### src/rtl/core/cfr_pkg.sv
// cfr_pkg: shared constants and helpers for the cook command frame receiver
// no dependencies; used by cook_command_frame_receiver_top
package cfr_pkg;

    localparam logic [7:0] CH_START = 8'h3E;
    localparam logic [7:0] CH_END   = 8'h3C;
    localparam logic [7:0] CH_ZERO  = 8'h30;
    localparam logic [7:0] CH_THREE = 8'h33;
    localparam logic [7:0] CH_NINE  = 8'h39;

    localparam int SEC_W = 14;

    typedef logic [SEC_W-1:0] sec_t;

    typedef enum logic [0:0] {
        OP_BYTE = 1'b0,
        OP_TICK = 1'b1
    } opcode_t;

    typedef enum logic [2:0] {
        POS_START = 3'd0,
        POS_LEVEL = 3'd1,
        POS_D0    = 3'd2,
        POS_D1    = 3'd3,
        POS_D2    = 3'd4,
        POS_D3    = 3'd5,
        POS_CHECK = 3'd6,
        POS_END   = 3'd7
    } parse_pos_t;

    // digit value scaled by its decimal weight (units first)
    function automatic sec_t digit_scaled(input logic [1:0] idx, input logic [3:0] digit);
        sec_t w;
        unique case (idx)
            2'd0: w = 14'd1;
            2'd1: w = 14'd10;
            2'd2: w = 14'd100;
            2'd3: w = 14'd1000;
            default: w = 14'd0;
        endcase
        return sec_t'({10'd0, digit} * w);
    endfunction

    // lowest n relays on for level n
    function automatic logic [2:0] level_mask(input logic [1:0] level);
        logic [2:0] m;
        unique case (level)
            2'd0: m = 3'b000;
            2'd1: m = 3'b001;
            2'd2: m = 3'b011;
            2'd3: m = 3'b111;
            default: m = 3'b000;
        endcase
        return m;
    endfunction

endpackage

### src/rtl/core/cook_command_frame_receiver_top.sv
// cook_command_frame_receiver_top: frame parser and cooking countdown
// result beat: registered, valid in the cycle after the input beat is taken
// throughput: one input beat per cycle; a full result register holds input
// back for every cycle that out_ready stays low
// reset: rst_n asynchronous active low, parser idle, no cooking, no result pending
// depends on cfr_pkg
module cook_command_frame_receiver_top (
    input  logic        clk,
    input  logic        rst_n,
    input  logic        in_valid,
    output logic        in_ready,
    input  logic        opcode,
    input  logic [7:0]  rx_byte,
    output logic        out_valid,
    input  logic        out_ready,
    output logic [2:0]  relay_mask,
    output logic [13:0] remaining_seconds,
    output logic        cooking,
    output logic        frame_accepted,
    output logic        frame_error
);

    cfr_pkg::parse_pos_t pos_reg, pos_next;
    logic [1:0]          level_reg, level_next;
    cfr_pkg::sec_t       sec_reg, sec_next;
    logic [7:0]          xor_reg, xor_next;
    logic                cook_reg, cook_next;
    logic                acc_next, err_next;

    logic                out_valid_reg;
    logic [2:0]          relay_mask_reg;
    cfr_pkg::sec_t       remaining_seconds_reg;
    logic                cooking_reg;
    logic                frame_accepted_reg;
    logic                frame_error_reg;

    logic                take;
    logic                is_digit, is_level, check_ok;
    logic [1:0]          digit_idx;

    assign in_ready = !out_valid_reg || out_ready;
    assign take     = in_valid && in_ready;

    assign is_digit  = (rx_byte >= cfr_pkg::CH_ZERO) && (rx_byte <= cfr_pkg::CH_NINE);
    assign is_level  = (rx_byte >= cfr_pkg::CH_ZERO) && (rx_byte <= cfr_pkg::CH_THREE);
    assign check_ok  = (rx_byte == xor_reg) ||
                       ((xor_reg >= cfr_pkg::CH_ZERO) && (rx_byte == xor_reg - cfr_pkg::CH_ZERO));
    assign digit_idx = 2'(pos_reg - cfr_pkg::POS_D0);

    always_comb
    begin
        pos_next   = pos_reg;
        level_next = level_reg;
        sec_next   = sec_reg;
        xor_next   = xor_reg;
        cook_next  = cook_reg;
        acc_next   = 1'b0;
        err_next   = 1'b0;
        if (opcode == cfr_pkg::OP_TICK)
        begin
            if (cook_reg)
            begin
                if (sec_reg != '0)
                begin
                    sec_next = sec_reg - 14'd1;
                end
                if (sec_next == '0)
                begin
                    cook_next = 1'b0;
                end
            end
        end
        else if (!cook_reg)
        begin
            unique case (pos_reg)
                cfr_pkg::POS_START:
                begin
                    if (rx_byte == cfr_pkg::CH_START)
                    begin
                        pos_next = cfr_pkg::POS_LEVEL;
                    end
                end
                cfr_pkg::POS_LEVEL:
                begin
                    if (is_level)
                    begin
                        level_next = rx_byte[1:0];
                        xor_next   = xor_reg ^ rx_byte;
                        pos_next   = cfr_pkg::POS_D0;
                    end
                    else
                    begin
                        err_next = 1'b1;
                    end
                end
                cfr_pkg::POS_D0, cfr_pkg::POS_D1, cfr_pkg::POS_D2, cfr_pkg::POS_D3:
                begin
                    if (is_digit)
                    begin
                        sec_next = sec_reg + cfr_pkg::digit_scaled(digit_idx, rx_byte[3:0]);
                        xor_next = xor_reg ^ rx_byte;
                        pos_next = cfr_pkg::parse_pos_t'(pos_reg + 3'd1);
                    end
                    else
                    begin
                        err_next = 1'b1;
                    end
                end
                cfr_pkg::POS_CHECK:
                begin
                    if (check_ok)
                    begin
                        pos_next = cfr_pkg::POS_END;
                    end
                    else
                    begin
                        err_next = 1'b1;
                    end
                end
                cfr_pkg::POS_END:
                begin
                    if (rx_byte == cfr_pkg::CH_END)
                    begin
                        acc_next  = 1'b1;
                        pos_next  = cfr_pkg::POS_START;
                        xor_next  = '0;
                        cook_next = (sec_reg != '0);
                    end
                    else
                    begin
                        err_next = 1'b1;
                    end
                end
                default:
                begin
                    err_next = 1'b1;
                end
            endcase
            // bad byte aborts the frame
            if (err_next)
            begin
                pos_next = cfr_pkg::POS_START;
                sec_next = '0;
                xor_next = '0;
            end
        end
    end

    always_ff @(posedge clk or negedge rst_n)
    begin
        if (!rst_n)
        begin
            pos_reg       <= cfr_pkg::POS_START;
            level_reg     <= '0;
            sec_reg       <= '0;
            xor_reg       <= '0;
            cook_reg      <= 1'b0;
            out_valid_reg <= 1'b0;
        end
        else
        begin
            if (take)
            begin
                pos_reg   <= pos_next;
                level_reg <= level_next;
                sec_reg   <= sec_next;
                xor_reg   <= xor_next;
                cook_reg  <= cook_next;
            end
            if (take)
            begin
                out_valid_reg <= 1'b1;
            end
            else if (out_ready)
            begin
                out_valid_reg <= 1'b0;
            end
        end
    end

    always_ff @(posedge clk)
    begin
        if (take)
        begin
            relay_mask_reg        <= cook_next ? cfr_pkg::level_mask(level_next) : 3'b000;
            remaining_seconds_reg <= sec_next;
            cooking_reg           <= cook_next;
            frame_accepted_reg    <= acc_next;
            frame_error_reg       <= err_next;
        end
    end

    assign out_valid         = out_valid_reg;
    assign relay_mask        = relay_mask_reg;
    assign remaining_seconds = remaining_seconds_reg;
    assign cooking           = cooking_reg;
    assign frame_accepted    = frame_accepted_reg;
    assign frame_error       = frame_error_reg;

`ifndef SYNTHESIS
    a_flags_exclusive: assert property (@(posedge clk) disable iff (!rst_n)
        out_valid_reg |-> !(frame_accepted_reg && frame_error_reg))
        else $error("accept and error flagged on one beat");

    a_relays_only_cooking: assert property (@(posedge clk) disable iff (!rst_n)
        (out_valid_reg && (relay_mask_reg != 3'b000)) |-> cooking_reg)
        else $error("relays on while not cooking");

    a_cook_has_time: assert property (@(posedge clk) disable iff (!rst_n)
        cook_reg |-> (sec_reg != '0))
        else $error("cooking with zero seconds left");

    a_idle_parser_while_cooking: assert property (@(posedge clk) disable iff (!rst_n)
        cook_reg |-> (pos_reg == cfr_pkg::POS_START))
        else $error("parser mid-frame while cooking");
`endif

endmodule
### config.mk
export PLATFORM = sky130hd
export DESIGN_NAME = cook_command_frame_receiver_top
export DESIGN_NICKNAME = d
export VERILOG_FILES = /design/src/rtl/core/cfr_pkg.sv /design/src/rtl/core/cook_command_frame_receiver_top.sv
export SDC_FILE = /design/constraint.sdc
export NUM_CORES = 1
export LEC_CHECK = 0
export BUFFER_PORTS_ARGS = -buffer_cell sky130_fd_sc_hd__buf_2
export CAP_MARGIN = 20
export CELL_PAD_IN_SITES_DETAIL_PLACEMENT = 0
export CELL_PAD_IN_SITES_GLOBAL_PLACEMENT = 1
export CORE_MARGIN = 1.5
export CORE_UTILIZATION = 35
export CTS_CLUSTER_DIAMETER = 200
export CTS_CLUSTER_SIZE = 20
export DETAILED_ROUTE_END_ITERATION = 10
export PLACE_DENSITY = 0.7
export SYNTH_ARGS = -nofsm -noshare
export SYNTH_HDL_FRONTEND = slang
export SYNTH_SLANG_ARGS = --single-unit
### constraint.sdc
create_clock -name clk -period 10.55 [get_ports clk]
set_input_delay 0 -clock clk [delete_from_list [all_inputs] [get_ports clk]]
set_output_delay 0 -clock clk [all_outputs]
set_load 0.005 [all_outputs]
; After elaboration in Yosys (flattened, before gate mapping)
; Index checks and enable logic that the tools add are counted.
[op_classes]
bitwise_logic = 4
n_mux = 47
n_reduce_logical = 19
multipliers = 1
n_shift = 0
addsub = 5
eq_ne = 22
magnitude_cmp = 4
n_div = 0
[ops]
columns = cell, count
row1 = 14-bit two-way mux, 13
row2 = 14-bit one-hot mux with 4 select lines, 1
row3 = 8-bit two-way mux, 4
row4 = 8-bit one-hot mux with 3 select lines, 1
row5 = 3-bit two-way mux, 6
row6 = "8-bit by 6-bit == test with 1-bit output, second input constant", 2
row7 = 8-bit == test, 2
row8 = "8-bit by 6-bit >= comparator with 1-bit output, second input constant", 2
row9 = "8-bit by 6-bit less-or-equal comparator with 1-bit output, second input constant", 2
row10 = 1-bit two-way mux, 15
row11 = "3-bit inequality test, second input constant", 5
row12 = 3-bit one-hot mux with 5 select lines, 1
row13 = 14-bit adder, 1
row14 = 14-bit logical NOT, 1
row15 = 4-bit by 14-bit multiplier with 14-bit output, 1
row16 = 14-bit nonzero test, 1
row17 = "14-bit by 1-bit subtractor with 14-bit output, second input constant", 1
row18 = "3-bit == test, second input constant", 4
row19 = 3-bit one-hot mux with 4 select lines, 1
row20 = "2-bit == test, second input constant", 4
row21 = 2-bit two-way mux, 4
row22 = 8-bit AND reduction, 1
row23 = "8-bit by 6-bit subtractor with 8-bit output, second input constant", 1
row24 = 8-bit bitwise XOR, 1
row25 = 18 further kinds, 27
[word_totals]
input_bits = 13
out_inout_bits = 22
word_cells = 113
mem_bits_rw = 0
mem_count = 0
latch_bits = 0
ff_bits = 49
mem_bits_ro = 0

; Longest topological paths before layout
[logic_depth]
depth_word = 14
depth_mapped = 19
mapped_depth_nobuf = 19

; Worst setup path before layout
; No wires, ideal clock.
[synth_path]
path_type = reg-to-reg
startpoint = register pos_reg[1]
endpoint = register remaining_seconds_reg[13], in the netlist remaining_seconds[13] (data pin)
setup_ns = 0.275
path_slack_ns = 6.156
period_less_slack_ns = 4.394
arrival_time_ns = 4.119
required_time_ns = 10.275
n_path_buf = 0
path_stages_with_launch = 20
cell_sequence = dfrtp_1 > inv_1 > ha_1 > nor2_1 > nor2_1 > and2_1 > ha_1 > fa_1 > inv_1 > fa_1 > inv_1 > ha_1 > or3_1 > o21ai_0 > a211oi_1 > nor3_1 > nor3_1 > nand3b_1 > a21oi_1 > o221ai_1
[synth_via]
elab_chain_cells = 14
elab_cells_between_ends = 28
cone_classes = add/sub: 2 / mul: 1 / eq/ne: 10 / mux: 13 / reduce/logical: 2
[synth_lines]
columns = item, line_no
row1 = from (decl), cook_command_frame_receiver_top.sv:23  ; cfr_pkg::parse_pos_t pos_reg, pos_next;
row2 = from (signal assigned), cook_command_frame_receiver_top.sv:153  ; pos_reg <= cfr_pkg::POS_START;
row3 = from (signal assigned), cook_command_frame_receiver_top.sv:164  ; pos_reg <= pos_next;
row4 = 2-bit subtractor, cook_command_frame_receiver_top.sv:48  ; assign digit_idx = 2'(pos_reg - cfr_pkg::POS_D0);
row5 = 2-bit == test (tied with other cells), cfr_pkg.sv:34  ; unique case (idx)
row6 = 14-bit one-hot mux with 4 select lines, cfr_pkg.sv:34
row7 = 14-bit two-way mux, cook_command_frame_receiver_top.sv:98  ; if (is_digit)
row8 = 14-bit two-way mux, cook_command_frame_receiver_top.sv:75  ; unique case (pos_reg)
row9 = 14-bit two-way mux, cook_command_frame_receiver_top.sv:73  ; else if (!cook_reg)
row10 = 14-bit two-way mux, cook_command_frame_receiver_top.sv:59  ; if (opcode == cfr_pkg::OP_TICK)
row11 = 4-bit by 14-bit multiplier with 14-bit output, cfr_pkg.sv:41  ; return sec_t'({10'd0, digit} * w);
row12 = 14-bit adder, cook_command_frame_receiver_top.sv:100  ; sec_next = sec_reg + cfr_pkg::digit_scaled(digit_idx, rx_byte[3:0]);
row13 = 14-bit two-way mux, cook_command_frame_receiver_top.sv:98
row14 = 14-bit two-way mux, cook_command_frame_receiver_top.sv:75
row15 = 14-bit two-way mux *, cook_command_frame_receiver_top.sv:140  ; if (err_next)
row16 = 14-bit two-way mux *, cook_command_frame_receiver_top.sv:73
row17 = 14-bit two-way mux *, cook_command_frame_receiver_top.sv:59
row18 = named net sec_next[13], cook_command_frame_receiver_top.sv:25  ; cfr_pkg::sec_t sec_reg, sec_next;
row19 = to (signal assigned), cook_command_frame_receiver_top.sv:186  ; remaining_seconds_reg <= sec_next;
row20 = to (decl), cook_command_frame_receiver_top.sv:32  ; cfr_pkg::sec_t remaining_seconds_reg;
; Mark *: on every way through the listed nets, which the timed path passes. The rest lies on a longest branch. The select of a mux whose other input is x is not followed.
; A chain may end at the register's enable or synchronous reset.

; Worst setup path in the final report
[layout_path]
startpoint = register pos_reg[0]
endpoint = register remaining_seconds_reg[13], in the netlist remaining_seconds[13] (data pin)
; Same word-level chain as after synthesis.

==> summary.txt <==
status: completed
final std cell area, no fill: 0.00545 sq mm
worst hold slack: 0.0901 ns
Synth Area in XOR/XNOR: 4.39%
vias: 4,270
Avg Inst Size Synth: 8.40 sq um
starting utilization of the core area: 36.0%
max cap viols: 0
Worst R2R Setup Slack: 5.67 ns
CTS max path bufs: 2
worst hold path type: input pin to flip-flop
post-synthesis mux area share: 2.86%
post-synth top area cell: dfrtp_1
crit path max fanout: 6
die area: 0.0150 sq mm
Diodes inserted: 0
Slew Viols, Final: 0
actual slew at the worst max-slew pin: 1.02 ns
Peak VDD IR: 97.1 uV
TritonCTS clock tree: built
Crit. End Element: flip-flop
Yosys top cell area share: 14.5%
Row Count: 43
endpoints failing hold: 0
Net count, final: 679
routed len/inst: 15.7 um
Clock transition at path regs: 0.07 ns
register area share after synthesis: 26.6%
total grt overflow: 0
endpoints failing setup: 0
Placeable Area: 0.0139 sq mm
worst endpoint data arrival time: 4.90 ns
first-pass GRT wire length: 20.5 mm
compound-gate portion of the synthesized area: 18.2%
gr usage total: 17.4%
Hold EP: xor_reg[0]$_DFFE_PN0P_
fillcell total: 1,414
HPWL reported at the end of detailed placement: 9.56 mm
Horiz. Die Dim: 122 um
Antenna Nets Post-Route: 0
RSZ-0062 raised after global routing: no
final worst path period need: 4.88 ns
average vias per placed instance: 5.42
H-tree levels: 2
Total Power: 1520 uW
LEAKAGE: 0.00236 uW
GP Congestion: 0.835
Routed Wire Length: 12.3 mm
clk root buf: clkbuf_16
vias in the first global route: 4,022
largest family of logic cells by synthesized area: simple AND/OR/NAND/NOR gates
EDFF count, synth: 20
Warnings, synthesis: 0
post-synthesis register bit count: 49
Reg2Reg Depth: 16
r2r endpoint: remaining_seconds[13]$_DFFE_PP_
Setup TNS: 0 ns
share of cells above drive strength 1: 11.7%
Syn Nets: 666
Die Y: 122 um
final worst-path cycle share: 46.2%
clk_lat worst skew: 0.30 ns
pin count of the biggest net entering global routing: 46
most used flip-flop cell after synthesis: dfrtp_1
DRC: 0
worst setup margin: 5.67 ns
ys async rst share: 59.2%
P&R area growth vs syn: 9.25%
Sinks on Clock Net: 49
Pwr Density: 279 mW/mm^2
clock buffer count from CTS: 5
relative slew slack: 31.6%
Fmax achieved: 0.205 GHz
Worst Hold Path Cells: 3
worst path required time: 10.57 ns
hold_sp: rx_byte[0]
drt pass-1 iters: 5
PortBufs: 34
I/O pin total: 35
clock skew: 0.00497 ns
post-CTS setup buffer count: 0
Initial DRC Count: 419
crit start category: flip-flop
r2r startpoint: pos_reg[0]$_DFFE_PN0P_
synthesized area: 0.00499 sq mm
adder and majority gate portion of the synthesized area: 18.3%
placed cell area: 0.00527 sq mm
Unique masters post-synth: 71
synth top area cells: dfrtp_1 15%, edfxtp_1 12%, fa_1 9.2%
antenna violations before repair: 0
simple-gate share of the synthesized area: 21.5%
CP Class: flip-flop to flip-flop
pre-CTS setup slack: 5.66 ns
Gate Count Post-Synth: 594
## power by group
group          total (uW)  switching, uW  internal (uW)
logic                1050            604            448
registers             294           53.6            240
clock network         173           83.2           89.8
## cell usage in the layout, fill, tap and decap left out, types with 5 or more instances in the layout
| cell | count |
|---|---|
| inv_1 | 74 |
| o21ai_0 | 45 |
| nand2_1 | 39 |
| nor2_1 | 39 |
| ha_1 | 36 |
| buf_2 | 34 |
| a21oi_1 | 33 |
| dfrtp_1 | 29 |
| nor3_1 | 23 |
| fa_1 | 23 |
| nand3_1 | 21 |
| and2_1 | 20 |
| edfxtp_1 | 20 |
| xnor2_1 | 14 |
| xor2_1 | 11 |
| mux2_2 | 9 |
| nor2b_1 | 8 |
| nand2b_1 | 7 |
| nand4_1 | 6 |
| a32oi_1 | 6 |
| a31oi_1 | 6 |
| o211ai_1 | 6 |
| nor4_1 | 5 |
| or3_1 | 5 |
| o31ai_1 | 5 |
| clkbuf_16 | 5 |
## routing by layer
metal	global-route usage, %	routed length [um]
met1	23.3	5570
met2	28.6	5920
met3	2.97	605
met4	5.45	241
met5	0	0
## worst max path at each step
| stage | endpoint | cells after the start | start | slack (ns) |
|---|---|---|---|---|
| after global routing | remaining_seconds[13]$_DFFE_PP_ | 19 | pos_reg[1]$_DFFE_PN0P_ | 5.29 |
| after floorplan | remaining_seconds[13]$_DFFE_PP_ | 19 | pos_reg[1]$_DFFE_PN0P_ | 6.16 |
| after global placement | remaining_seconds[13]$_DFFE_PP_ | 16 | pos_reg[0]$_DFFE_PN0P_ | 5.89 |
| final | remaining_seconds[13]$_DFFE_PP_ | 16 | pos_reg[0]$_DFFE_PN0P_ | 5.67 |
| after detailed placement | remaining_seconds[13]$_DFFE_PP_ | 16 | pos_reg[0]$_DFFE_PN0P_ | 5.66 |
| after CTS | remaining_seconds[13]$_DFFE_PP_ | 16 | pos_reg[0]$_DFFE_PN0P_ | 5.64 |
## final cells by class
class / count / area, sq um / area share [%]
Multi-Input combinational cell: 437 / 3250 / 59.7
Sequential cell: 49 / 1330 / 24.3
Inverter: 75 / 282 / 5.16
Tap cell: 180 / 225 / 4.13
Timing Repair Buffer: 39 / 215 / 3.95
Clock buffer: 5 / 125 / 2.29
Clock inverter: 3 / 26.3 / 0.482
## critical path: stages (launching register included)
cell      delay, ns
dfrtp_1        0.43
inv_1          0.13
ha_1           0.28
nand2_1        0.11
fa_1           0.52
fa_1           0.52
fa_1           0.52
inv_1          0.04
ha_1           0.33
nor2b_1        0.17
o31ai_1        0.44
a211oi_1       0.20
nor3_1         0.26
nor3_1         0.08
nand3b_1       0.23
a21oi_1        0.19
o221ai_1       0.15
## Yosys cell counts, types with 3 or more instances
master	instances
inv_1	74
o21ai_0	45
nand2_1	39
nor2_1	39
ha_1	36
a21oi_1	33
dfrtp_1	29
clkbuf_1	27
fa_1	23
nor3_1	23
nand3_1	21
and2_1	20
edfxtp_1	20
xnor2_1	14
xor2_1	11
mux2_2	9
nor2b_1	8
nand2b_1	7
a31oi_1	6
a32oi_1	6
nand4_1	6
o211ai_1	6
nor4_1	5
o31ai_1	5
or3_1	5
a311oi_1	4
o21a_1	4
o22ai_1	4
or4_1	4
and3_1	3
buf_1	3
mux2i_1	3
or2_2	3
## per-stage QoR
| stage | instances | utilization, % |
|---|---|---|
| finish | 788 | 39.3 |
| CTS | 788 | 39.3 |
| global placement | 777 | 38.0 |
| global route | 788 | 39.3 |
| detailed placement | 777 | 38.0 |
| floorplan | 594 | - |
## what timing repair did
item                      CTS  global route
gates resized for setup     0             0
hold buffers                3             0
hold endpoints to repair   30             0
## logic make-up (layout without fill, tap and decap cells)
group,count (synthesis),count (layout)
AOI/OAI and AO/OA,141,141
buffers and inverters,108,122
xor gates and xnor gates,25,25
adders and majority gates,59,59
and+or+nand+nor,199,199
DFF,49,49
muxes,13,13
Power figures use the tool's default switching activity.
